### src/spq_pkg.sv
`default_nettype none

package spq_pkg;

  typedef enum logic [1:0] {
    CMD_ENQ  = 2'd0,
    CMD_DEQ  = 2'd1,
    CMD_PEEK = 2'd2
  } cmd_t;

  typedef enum logic [1:0] {
    ST_OK    = 2'd0,
    ST_FULL  = 2'd1,
    ST_EMPTY = 2'd2
  } status_t;

  typedef enum logic {
    S_IDLE = 1'b0,
    S_EXEC = 1'b1
  } state_t;

  // controller to datapath
  typedef struct packed {
    logic capture;
    logic execute;
  } spq_ctrl_t;

  // datapath to controller
  typedef struct packed {
    logic out_busy;
  } spq_stat_t;

endpackage

`default_nettype wire

### src/spq_ctrl.sv
`default_nettype none

module spq_ctrl (
  input  logic              clk,
  input  logic              rst,
  input  logic              in_valid,
  output logic              in_stall,
  input  spq_pkg::spq_stat_t stat,
  output spq_pkg::spq_ctrl_t ctrl
);
  import spq_pkg::*;

  state_t state;
  state_t state_next;

  always_ff @(posedge clk) begin
    if (rst) begin
      state <= S_IDLE;
    end else begin
      state <= state_next;
    end
  end

  always_comb begin
    state_next   = state;
    ctrl.capture = 1'b0;
    ctrl.execute = 1'b0;
    in_stall     = 1'b1;
    unique case (state)
      S_IDLE: begin
        in_stall = 1'b0;
        if (in_valid) begin
          ctrl.capture = 1'b1;
          state_next   = S_EXEC;
        end
      end
      S_EXEC: begin
        // wait for the result register to free up
        if (!stat.out_busy) begin
          ctrl.execute = 1'b1;
          state_next   = S_IDLE;
        end
      end
      default: begin
        state_next = S_IDLE;
      end
    endcase
  end

endmodule

`default_nettype wire

### src/spq_dp.sv
`default_nettype none

module spq_dp #(
  parameter int DEPTH = 8
) (
  input  logic               clk,
  input  logic               rst,
  input  spq_pkg::spq_ctrl_t ctrl,
  output spq_pkg::spq_stat_t stat,
  input  logic [1:0]         command,
  input  logic signed [15:0] in_priority,
  input  logic [31:0]        in_payload,
  output logic               out_valid,
  input  logic               out_stall,
  output logic [1:0]         status,
  output logic signed [15:0] out_priority,
  output logic [31:0]        out_payload,
  output logic [3:0]         occupancy
);
  import spq_pkg::*;

  localparam int CW = $clog2(DEPTH + 1);

  logic [1:0]         cmd_q;
  logic signed [15:0] pri_q;
  logic [31:0]        pl_q;

  logic signed [15:0] slot_pri [DEPTH];
  logic [31:0]        slot_pl  [DEPTH];
  logic [CW-1:0]      count;

  logic signed [15:0] up_pri   [DEPTH];
  logic [31:0]        up_pl    [DEPTH];
  logic signed [15:0] down_pri [DEPTH];
  logic [31:0]        down_pl  [DEPTH];
  logic [DEPTH-1:0]   gt;
  logic [DEPTH-1:0]   prev_gt;
  logic [DEPTH-1:0]   at_count;

  logic full;
  logic empty;
  logic do_enq;
  logic do_deq;

  logic [1:0]         res_status;
  logic signed [15:0] res_pri;
  logic [31:0]        res_pl;

  // input item register
  always_ff @(posedge clk) begin
    if (ctrl.capture) begin
      cmd_q <= command;
      pri_q <= in_priority;
      pl_q  <= in_payload;
    end
  end

  assign full   = (count == CW'(DEPTH));
  assign empty  = (count == '0);
  assign do_enq = ctrl.execute && (cmd_q == CMD_ENQ) && !full;
  assign do_deq = ctrl.execute && (cmd_q == CMD_DEQ) && !empty;

  // per-slot compare and neighbour selection
  for (genvar k = 0; k < DEPTH; k++) begin : g_slot
    assign gt[k]       = (CW'(k) < count) && (pri_q < slot_pri[k]);
    assign at_count[k] = (CW'(k) == count);

    if (k == 0) begin : g_first
      assign prev_gt[k] = 1'b0;
      assign up_pri[k]  = pri_q;
      assign up_pl[k]   = pl_q;
    end else begin : g_rest
      assign prev_gt[k] = gt[k-1];
      assign up_pri[k]  = slot_pri[k-1];
      assign up_pl[k]   = slot_pl[k-1];
    end

    if (k == DEPTH - 1) begin : g_last
      assign down_pri[k] = slot_pri[k];
      assign down_pl[k]  = slot_pl[k];
    end else begin : g_inner
      assign down_pri[k] = slot_pri[k+1];
      assign down_pl[k]  = slot_pl[k+1];
    end

    always_ff @(posedge clk) begin
      if (do_enq) begin
        if (prev_gt[k]) begin
          slot_pri[k] <= up_pri[k];
          slot_pl[k]  <= up_pl[k];
        end else if (gt[k] || at_count[k]) begin
          slot_pri[k] <= pri_q;
          slot_pl[k]  <= pl_q;
        end
      end else if (do_deq) begin
        slot_pri[k] <= down_pri[k];
        slot_pl[k]  <= down_pl[k];
      end
    end
  end

  always_ff @(posedge clk) begin
    if (rst) begin
      count <= '0;
    end else if (do_enq) begin
      count <= count + CW'(1);
    end else if (do_deq) begin
      count <= count - CW'(1);
    end
  end

  // result of the held command
  always_comb begin
    res_status = ST_OK;
    res_pri    = '0;
    res_pl     = '0;
    unique case (cmd_q) inside
      CMD_ENQ: begin
        if (full) begin
          res_status = ST_FULL;
        end
      end
      CMD_DEQ, CMD_PEEK: begin
        if (empty) begin
          res_status = ST_EMPTY;
        end else begin
          res_pri = slot_pri[0];
          res_pl  = slot_pl[0];
        end
      end
      default: begin
        res_status = ST_OK;
      end
    endcase
  end

  always_ff @(posedge clk) begin
    if (rst) begin
      out_valid <= 1'b0;
    end else if (ctrl.execute) begin
      out_valid <= 1'b1;
    end else if (!out_stall) begin
      out_valid <= 1'b0;
    end
  end

  always_ff @(posedge clk) begin
    if (ctrl.execute) begin
      status       <= res_status;
      out_priority <= res_pri;
      out_payload  <= res_pl;
    end
  end

  // count is not yet updated when the result is loaded, so derive it
  always_ff @(posedge clk) begin
    if (ctrl.execute) begin
      if (do_enq) begin
        occupancy <= 4'(count + CW'(1));
      end else if (do_deq) begin
        occupancy <= 4'(count - CW'(1));
      end else begin
        occupancy <= 4'(count);
      end
    end
  end

  assign stat.out_busy = out_valid && out_stall;

endmodule

`default_nettype wire

### src/sorted_priority_queue.sv
// an accepted item is registered, then its result; execute waits while the result is held
// a new item is taken only in idle, after the execute state has finished the last one
// each command is finished when execute is asserted: all slots compare and shift in parallel
// reset: synchronous active-high rst empties the queue and drops any pending result
// slot contents are not cleared by reset; only slots below the fill count ever affect a result
`default_nettype none

module sorted_priority_queue #(
  parameter int DEPTH = 8
) (
  input  logic               clk,
  input  logic               rst,
  // input item channel
  input  logic               in_valid,
  output logic               in_stall,
  input  logic [1:0]         command,
  input  logic signed [15:0] in_priority,
  input  logic [31:0]        in_payload,
  // result item channel
  output logic               out_valid,
  input  logic               out_stall,
  output logic [1:0]         status,
  output logic signed [15:0] out_priority,
  output logic [31:0]        out_payload,
  output logic [3:0]         occupancy
);
  import spq_pkg::*;

  spq_ctrl_t ctrl;
  spq_stat_t stat;

  // controller: idle takes an item, execute waits for the result register
  spq_ctrl u_ctrl (
    .clk      (clk),
    .rst      (rst),
    .in_valid (in_valid),
    .in_stall (in_stall),
    .stat     (stat),
    .ctrl     (ctrl)
  );

  // datapath: sorted slot row, fill count and result register
  spq_dp #(
    .DEPTH (DEPTH)
  ) u_dp (
    .clk          (clk),
    .rst          (rst),
    .ctrl         (ctrl),
    .stat         (stat),
    .command      (command),
    .in_priority  (in_priority),
    .in_payload   (in_payload),
    .out_valid    (out_valid),
    .out_stall    (out_stall),
    .status       (status),
    .out_priority (out_priority),
    .out_payload  (out_payload),
    .occupancy    (occupancy)
  );

`ifndef NO_ASSERTIONS
  // an accepted item puts the controller into execute, which holds off the next one
  a_accept_blocks : assert property (@(posedge clk) disable iff (rst)
    in_valid && !in_stall |=> in_stall)
    else $error("item accepted without entering execute");

  // a full report only when the queue holds its depth
  a_full_count : assert property (@(posedge clk) disable iff (rst)
    out_valid && (status == ST_FULL) |-> occupancy == 4'(DEPTH))
    else $error("full reported with queue not full");

  // an empty report carries no entry and an empty queue
  a_empty_zero : assert property (@(posedge clk) disable iff (rst)
    out_valid && (status == ST_EMPTY) |->
      (occupancy == 4'd0) && (out_priority == 16'sd0) && (out_payload == 32'd0))
    else $error("empty report with stale entry or count");
`endif

endmodule

`default_nettype wire

### config.mk
export PLATFORM = sky130hd
export DESIGN_NAME = sorted_priority_queue
export DESIGN_NICKNAME = d
export VERILOG_FILES = /design/src/spq_pkg.sv /design/src/spq_ctrl.sv /design/src/spq_dp.sv /design/src/sorted_priority_queue.sv
export SDC_FILE = /design/constraint.sdc
export NUM_CORES = 1
export LEC_CHECK = 0
export ABC_AREA = 1
export BUFFER_PORTS_ARGS = -buffer_cell sky130_fd_sc_hd__buf_2
export CORE_AREA = 2 2 206 249
export CTS_CLUSTER_DIAMETER = 100
export DETAILED_ROUTE_END_ITERATION = 6
export DIE_AREA = 0 0 208 251
export GPL_TIMING_DRIVEN = 1
export PLACE_DENSITY = 0.76
export SYNTH_ARGS = -nofsm -noshare
export SYNTH_HDL_FRONTEND = slang
export SYNTH_SLANG_ARGS = --single-unit
### constraint.sdc
create_clock -name clk -period 5.7 [get_ports clk]
set_clock_uncertainty 0.05 [all_clocks]
set_input_delay 0.855 -clock clk [delete_from_list [all_inputs] [get_ports clk]]
set_output_delay 0.855 -clock clk [all_outputs]
set_load 0.1 [all_outputs]
==> results of run 1 <==
## logic make-up after synthesis
kind of cell,count (synthesis)
and+or+nand+nor,1742
buffers and inverters,559
DFF,494
AOI/OAI and AO/OA,240
adders and majority gates,127
xor gates and xnor gates,3
## worst max-delay path: stages (launching register included)
cell	delay (ps)
edfxtp_1	590
ha_1	420
nand2_1	80
inv_1	50
nand3_1	100
a31oi_1	180
nor2_1	80
nand3b_1	90
nand3_1	220
nand2_2	130
buf_4	540
nand2_2	80
buf_4	350
o211ai_1	190
buf_4	600
## sequential cells by signal, summed over array words and instances, names as in the netlist
signal / cells
u_ctrl.state: 1
u_dp.cmd_q: 2
u_dp.count: 4
u_dp.occupancy: 4
u_dp.out_payload: 32
u_dp.out_priority: 16
u_dp.out_valid: 1
u_dp.pl_q: 32
u_dp.pri_q: 16
u_dp.slot_pl: 256
u_dp.slot_pri: 128
u_dp.status: 2
## through the flow
step           worst slack [ps]  area [um^2]  power, mW  hold WS, ps  TNS [ps]
2_1_floorplan              -104        27200       4.86          445     -9970
3_5_place_dp               1590        28000       5.10          449         0
5_1_grt                    1270        29800       8.88          352         0
6_report                   1510        29800       8.65          360         0
3_3_place_gp               1680        28000       5.07          423         0
4_1_cts                    1560        29800       8.67          339         0
## cell type report
cell class	count	area [um^2]	area share
repair buffers	144	808	0.0271
clock buffers	55	1290	0.0434
flip-flops and latches	494	14800	0.496
clock inverters	35	473	0.0159
inverters	393	1480	0.0498
multi-input cells	2112	10200	0.341
well taps	644	806	0.0271
## synth_stat cells, types with 6 or more instances
master,count
buf_1,8
buf_2,67
o21ai_1,24
buf_4,15
inv_1,386
o21ai_0,141
o211ai_1,6
nand3_1,464
edfxtp_1,488
inv_2,7
buf_6,10
nor2_1,85
dfxtp_1,6
a21oi_1,60
ha_1,127
nand2_1,1165
clkbuf_1,66
## power by group
| group | internal, mW | switching [mW] | total [mW] |
|---|---|---|---|
| combinational | 0.188 | 0.680 | 0.868 |
| sequential | 4.11 | 0.0627 | 4.17 |
| clock | 2.13 | 1.48 | 3.61 |
| total | 6.43 | 2.22 | 8.65 |
## path summary, 6_finish.rpt
path                                        endpoint  slack [ps]
worst max-delay path            u_dp.slot_pri[1][37]        1510
worst min-delay path                   u_dp.pl_q[26]         360
worst max register to register  u_dp.slot_pri[1][37]        1510
worst min register to register        u_dp.out_valid         450
## layer usage
| metal | wire [um] | track usage |
|---|---|---|
| met3 | 6350 | 0.0451 |
| met1 | 29300 | 0.362 |
| met2 | 35400 | 0.469 |
| met5 | 0 | 0 |
| met4 | 2590 | 0.116 |
==> flow_metrics.py, run 1 <==
metrics = {
    "setup_path": {
        "crit_start": "u_dp.pri_q[15]",
        "reg2reg_from": "u_dp.pri_q[15]",
        "r2r_cells": 14,
        "critPathMaxFanout": 49,
        "cp.arrival_ps": 4370,
        "criticalPathCategory": "reg -> reg",
        "setup.worst_path.end_class": "flip-flop",
        "startpoint_type": "flip-flop",
        "cp.required_ps": 5880,
    },
    "yosys": {
        "synth-xor-area-share": 0.000967,
        "synth_nets": 3346,
        "synth_area_leader_cell": "edfxtp_1",
        "synthDistinctLibCells": 34,
        "syn-instance-count": 3165,
        "yosys_most_used_dff": "edfxtp_1",
        "netlist.area_leader.share": 0.540,
        "synth_top_family_by_area": "simple AND/OR/NAND/NOR gates",
        "async_flop_share": 0,
        "ys_warn_count": 0,
        "netlist_area_um2": 27200,
        "synthMuxAreaShare": 0,
        "avgSynthCellArea_um2": 8.58,
        "synth_adder_area_share": 0.0585,
        "synth_edf_count": 488,
        "yosys.area_share.simple": 0.266,
        "synth_compound_area_frac": 0.0456,
        "ys_top_cells_by_area": "edfxtp_1 (54%), nand2_1 (16%), nand3_1 (8.6%)",
        "yosysSeqAreaShare": 0.544,
        "ys_seq_elements": 494,
    },
    "detailed_routing": {
        "ant_nets": 0,
        "drc": 0,
        "vias_per_cell": 5.77,
        "num_vias": 22400,
        "routedWlPerCell_um": 19.0,
        "drtIter0Drc": 2365,
        "drt-total-wl_mm": 73.6,
        "drt-pass1-iter-count": 6,
    },
    "clock_tree": {
        "cts_hold_buf": 0,
        "cts_resized": 0,
        "cts_setup_buffers": 0,
        "max-clock-path-buffers": 3,
        "cts_sinks": 494,
        "root_buffer": "clkbuf_16",
        "worstSkewPairLatency_ps": 610,
        "clk_pin_slew_ps": 60,
        "cts_buffers": 50,
        "cts_tree": "done",
        "htreeDepth": 2,
    },
    "final_layout": {
        "instances_no_fill": 3877,
        "drive_gt1_frac": 0.0792,
        "n_antenna_cell": 0,
        "final_common_cell": "nand2_1",
        "num-fill-cells": 4228,
        "final_util": 0.598,
        "final_nets": 3376,
        "area_delta_synth_final_pct": 9.67,
        "most-common-layout-cells": "nand2_1 (1156), edfxtp_1 (488), nand3_1 (463), inv_1 (385), o21ai_0 (139)",
    },
    "die": {
        "core_area_um2": 49800,
        "boundaryPins": 110,
        "die_y_um": 251,
        "start_util": 0.546,
        "rows": 90,
        "die_area_um2": 52200,
        "die_x_um": 208,
    },
    "placed_design": {
        "numPortBuffers": 109,
        "gp_congestion": 0.922,
        "hpwl_mm": 44.7,
        "dp.cells": 3787,
    },
    "power": {
        "ir_drop_mv": 0.244,
        "powerDensity_nw_per_um2": 290,
        "p_leak_nw": 13.8,
    },
    "grt": {
        "grt_start_max_net_pins": 125,
        "grt-ovfl-total": 0,
        "first_global_vias": 21600,
        "grt_pass1_wl_mm": 116,
        "grt_util_all_layers": 0.279,
        "antenna_found_initial": 0,
    },
    "worst_hold_path": {
        "holdCritPathClass": "in -> reg",
        "hold_path.startpoint": "in_payload[26]",
        "holdPathStages": 1,
    },
    "job": {
        "drv_cap": 0,
    },
    "timing": {
        "tightestPinTransition_ps": 1280,
        "max_freq_mhz": 239,
        "min_period_ps": 4190,
        "setup_viol": 0,
        "slew_headroom": 0.144,
        "hold_violations": 0,
        "rsz0062_at_grt": "no",
        "drv_slew": 0,
        "period_share": 0.734,
    },
    "outcome": {
        "status": "completed",
    },
}
(Power assumes the default switching activity.)
==> run 2, diff against run 1 <==
--- a/config.mk
+++ b/config.mk
@@ -5,12 +5,12 @@
 export SDC_FILE = /design/constraint.sdc
 export NUM_CORES = 1
 export LEC_CHECK = 0
-export ABC_AREA = 1
+export ABC_AREA = 0
 export BUFFER_PORTS_ARGS = -buffer_cell sky130_fd_sc_hd__buf_2
-export CORE_AREA = 2 2 206 249
+export CORE_AREA = 2 2 205 248
 export CTS_CLUSTER_DIAMETER = 100
 export DETAILED_ROUTE_END_ITERATION = 6
-export DIE_AREA = 0 0 208 251
+export DIE_AREA = 0 0 207 250
 export GPL_TIMING_DRIVEN = 1
 export PLACE_DENSITY = 0.76
 export SYNTH_ARGS = -nofsm -noshare
==> constraint.sdc (replaced) <==
create_clock -name clk -period 3.4 [get_ports clk]
set_clock_uncertainty 0.05 [all_clocks]
set_input_delay 0.51 -clock clk [delete_from_list [all_inputs] [get_ports clk]]
set_output_delay 0.51 -clock clk [all_outputs]
set_load 0.1 [all_outputs]
==> flow_metrics.py, run 2 <==
metrics = {
    "outcome": {
        "status": "completed",
    },
    "clock_tree": {
        "cts_buffers": 51,
        "root_buffer": "clkbuf_16",
        "htreeDepth": 2,
        "cts_sinks": 494,
        "max-clock-path-buffers": 3,
        "clk_pin_slew_ps": 60,
        "cts_tree": "done",
        "worstSkewPairLatency_ps": 620,
    },
    "detailed_routing": {
        "num_vias": 21900,
        "drt-pass1-iter-count": 6,
        "drtIter0Drc": 2505,
        "ant_nets": 0,
        "routedWlPerCell_um": 25.4,
        "drc": 0,
        "drt-total-wl_mm": 82.9,
        "vias_per_cell": 6.70,
    },
    "placed_design": {
        "gp_congestion": 1.01,
        "dpl_cell_area_um2": 29000,
        "pre_cts_slack_ps": -16.3,
        "dp.cells": 3150,
        "hpwl_mm": 54.6,
        "numPortBuffers": 109,
    },
    "grt": {
        "grt_pass1_wl_mm": 127,
        "grt-ovfl-total": 0,
        "met3_usage": 0.0477,
        "grt_start_max_net_pins": 79,
        "grt-busiest-layer": "met2",
        "gr-usage-met1": 0.396,
        "first_global_vias": 22000,
        "grt_util_all_layers": 0.314,
        "grt_use_met2": 0.523,
        "antenna_found_initial": 0,
    },
    "power": {
        "total_power_mw": 13.9,
        "powerDensity_nw_per_um2": 448,
        "p_leak_nw": 11.5,
        "ir_drop_mv": 0.405,
    },
    "final_layout": {
        "reg_top3": "u_dp.slot_pl (256), u_dp.slot_pri (128)",
        "final_nets": 2766,
        "most-common-layout-cells": "edfxtp_1 (488), nand2_1 (333), nor2_1 (156), inv_1 (132), o21ai_0 (131)",
        "instances_no_fill": 3270,
        "multi_input_area_um2": 10800,
        "final_common_cell": "edfxtp_1",
        "largest_reg_flops": 256,
        "drive_gt1_frac": 0.162,
        "regMostFlops": "u_dp.slot_pl",
        "final_area_um2": 31000,
        "seqCellArea_um2": 14800,
        "num-fill-cells": 3902,
        "final_util": 0.626,
        "n_antenna_cell": 0,
        "area_delta_synth_final_pct": 15.3,
    },
    "yosys": {
        "synth_top_family_by_area": "compound AO/OA/AOI/OAI gates",
        "ys_top_cells_by_area": "edfxtp_1 (54%), ha_1 (5.9%), nand2_1 (4.7%)",
        "async_flop_share": 0,
        "syn-instance-count": 2507,
        "synth_area_leader_cell": "edfxtp_1",
        "ys_seq_elements": 494,
        "yosys_most_used_dff": "edfxtp_1",
        "avgSynthCellArea_um2": 10.7,
        "synth_compound_area_frac": 0.164,
        "synth-xor-area-share": 0.000977,
        "synthTopCellsByCount": "edfxtp_1 (488), nand2_1 (338), clkbuf_1 (181)",
        "yosysSeqAreaShare": 0.549,
        "synth.most_common_cell": "edfxtp_1",
        "synthMuxAreaShare": 0.0474,
        "netlist.area_leader.share": 0.545,
        "synth_edf_count": 488,
        "synth_adder_area_share": 0.0591,
        "yosys.area_share.simple": 0.121,
        "synth_nets": 2688,
        "ys_warn_count": 0,
        "synthDistinctLibCells": 58,
        "netlist_area_um2": 26900,
    },
    "setup_path": {
        "cp.arrival_ps": 3670,
        "cp_cell_sequence": "buf_4 > ha_1 > a2111o_1 > nand3_1 > nand3_1 > mux2i_2 > a221o_2 > buf_12 > mux2_2",
        "critPathMaxFanout": 23,
        "cp.required_ps": 3720,
        "cpLargestDelayFamily": "compound AO/OA/AOI/OAI gates",
        "startpoint_type": "flip-flop",
        "slowest_stage": "edfxtp_1",
        "setup.worst_path.end_class": "flip-flop",
        "crit_buf_inv": 2,
        "crit_path_max_incr_delay_ps": 440,
        "crit_path_frequent_cell": "nand3_1",
        "criticalPathCategory": "reg -> reg",
    },
    "timing": {
        "finalSetupTns_ps": 0,
        "min_period_ps": 3350,
        "rsz0062_at_grt": "no",
        "period_share": 0.986,
        "setup_viol": 0,
        "tightestPinTransition_ps": 877,
        "drv_slew": 0,
        "fin_ws_ps": 47.5,
        "max_freq_mhz": 298,
        "hold_ws_ps": 15.2,
        "hold_violations": 0,
        "slew_headroom": 0.415,
    },
    "die": {
        "die_x_um": 207,
        "boundaryPins": 110,
        "start_util": 0.543,
        "core_area_um2": 49500,
        "rows": 90,
        "die_y_um": 250,
        "die_area_um2": 51800,
    },
    "worst_hold_path": {
        "holdCritPathClass": "in -> reg",
    },
    "job": {
        "drv_cap": 0,
    },
}
run 2: cell count changes in the layout (fill, tap and decap cells not counted), moves of 38 or more:
cell / before / now
mux2i_1: 0 / 67
a31oi_1: 1 / 39
buf_4: 35 / 107
inv_1: 385 / 132
mux2_2: 0 / 50
nand3_1: 463 / 60
nand4_1: 3 / 63
and3_1: 1 / 55
nand2_1: 1156 / 333
o31ai_1: 0 / 49
a41oi_1: 0 / 95
buf_12: 0 / 46
a21oi_1: 60 / 126
nor2_1: 84 / 156
run 2: final cells by class:
| type | instances | share of cell area |
|---|---|---|
| clock buffers | 63 | 0.0433 |
| clock inverters | 31 | 0.0111 |
| inverters | 132 | 0.0160 |
| multi-input cells | 1631 | 0.349 |
| flip-flops and latches | 494 | 0.476 |
| well taps | 644 | 0.0260 |
| repair buffers | 275 | 0.0784 |
run 2: report_power, final:
group	switching [mW]	internal [mW]
clock network	2.52	3.28
logic	0.872	0.330
registers	0.118	6.78
run 2: metal layers:
| metal | vias up | share of wire | wire length (um) |
|---|---|---|---|
| met5 | - | 0 | 0 |
| met2 | 1311 | 0.49 | 40500 |
| met4 | 0 | 0.054 | 4520 |
| met3 | 283 | 0.083 | 6840 |
| met1 | 10700 | 0.38 | 31100 |
| li1 | 9588 | - | - |
run 2: cells by family after synthesis:
kind of cell,count (synthesis)
AND/OR/NAND/NOR,728
flip-flops,494
adder cells (fa/ha/maj),127
XOR/XNOR,3
AO/OA/AOI/OAI,652
buffers and inverters,382
multiplexers,121
run 2: repair_timing:
item / CTS / global route
hold buffers: 10 / 0
setup endpoints to repair: 42 / 338
pin swaps: 1 / 2
gates cloned: 0 / 2
buffers inserted: 3 / 11
resized for setup: 1 / 8
endpoints found under the hold margin: 10 / 0
run 2: path summary, 6_finish.rpt:
path              depth (start not counted)              endpoint  slack [ps]      startpoint
setup reg to reg                          9  u_dp.slot_pl[1][113]          50   u_dp.pri_q[1]
setup / recovery                          9  u_dp.slot_pl[1][113]          50   u_dp.pri_q[1]
hold reg to reg                           2        u_dp.out_valid         490    u_ctrl.state
hold / removal                            1         u_dp.pl_q[29]          20  in_payload[29]
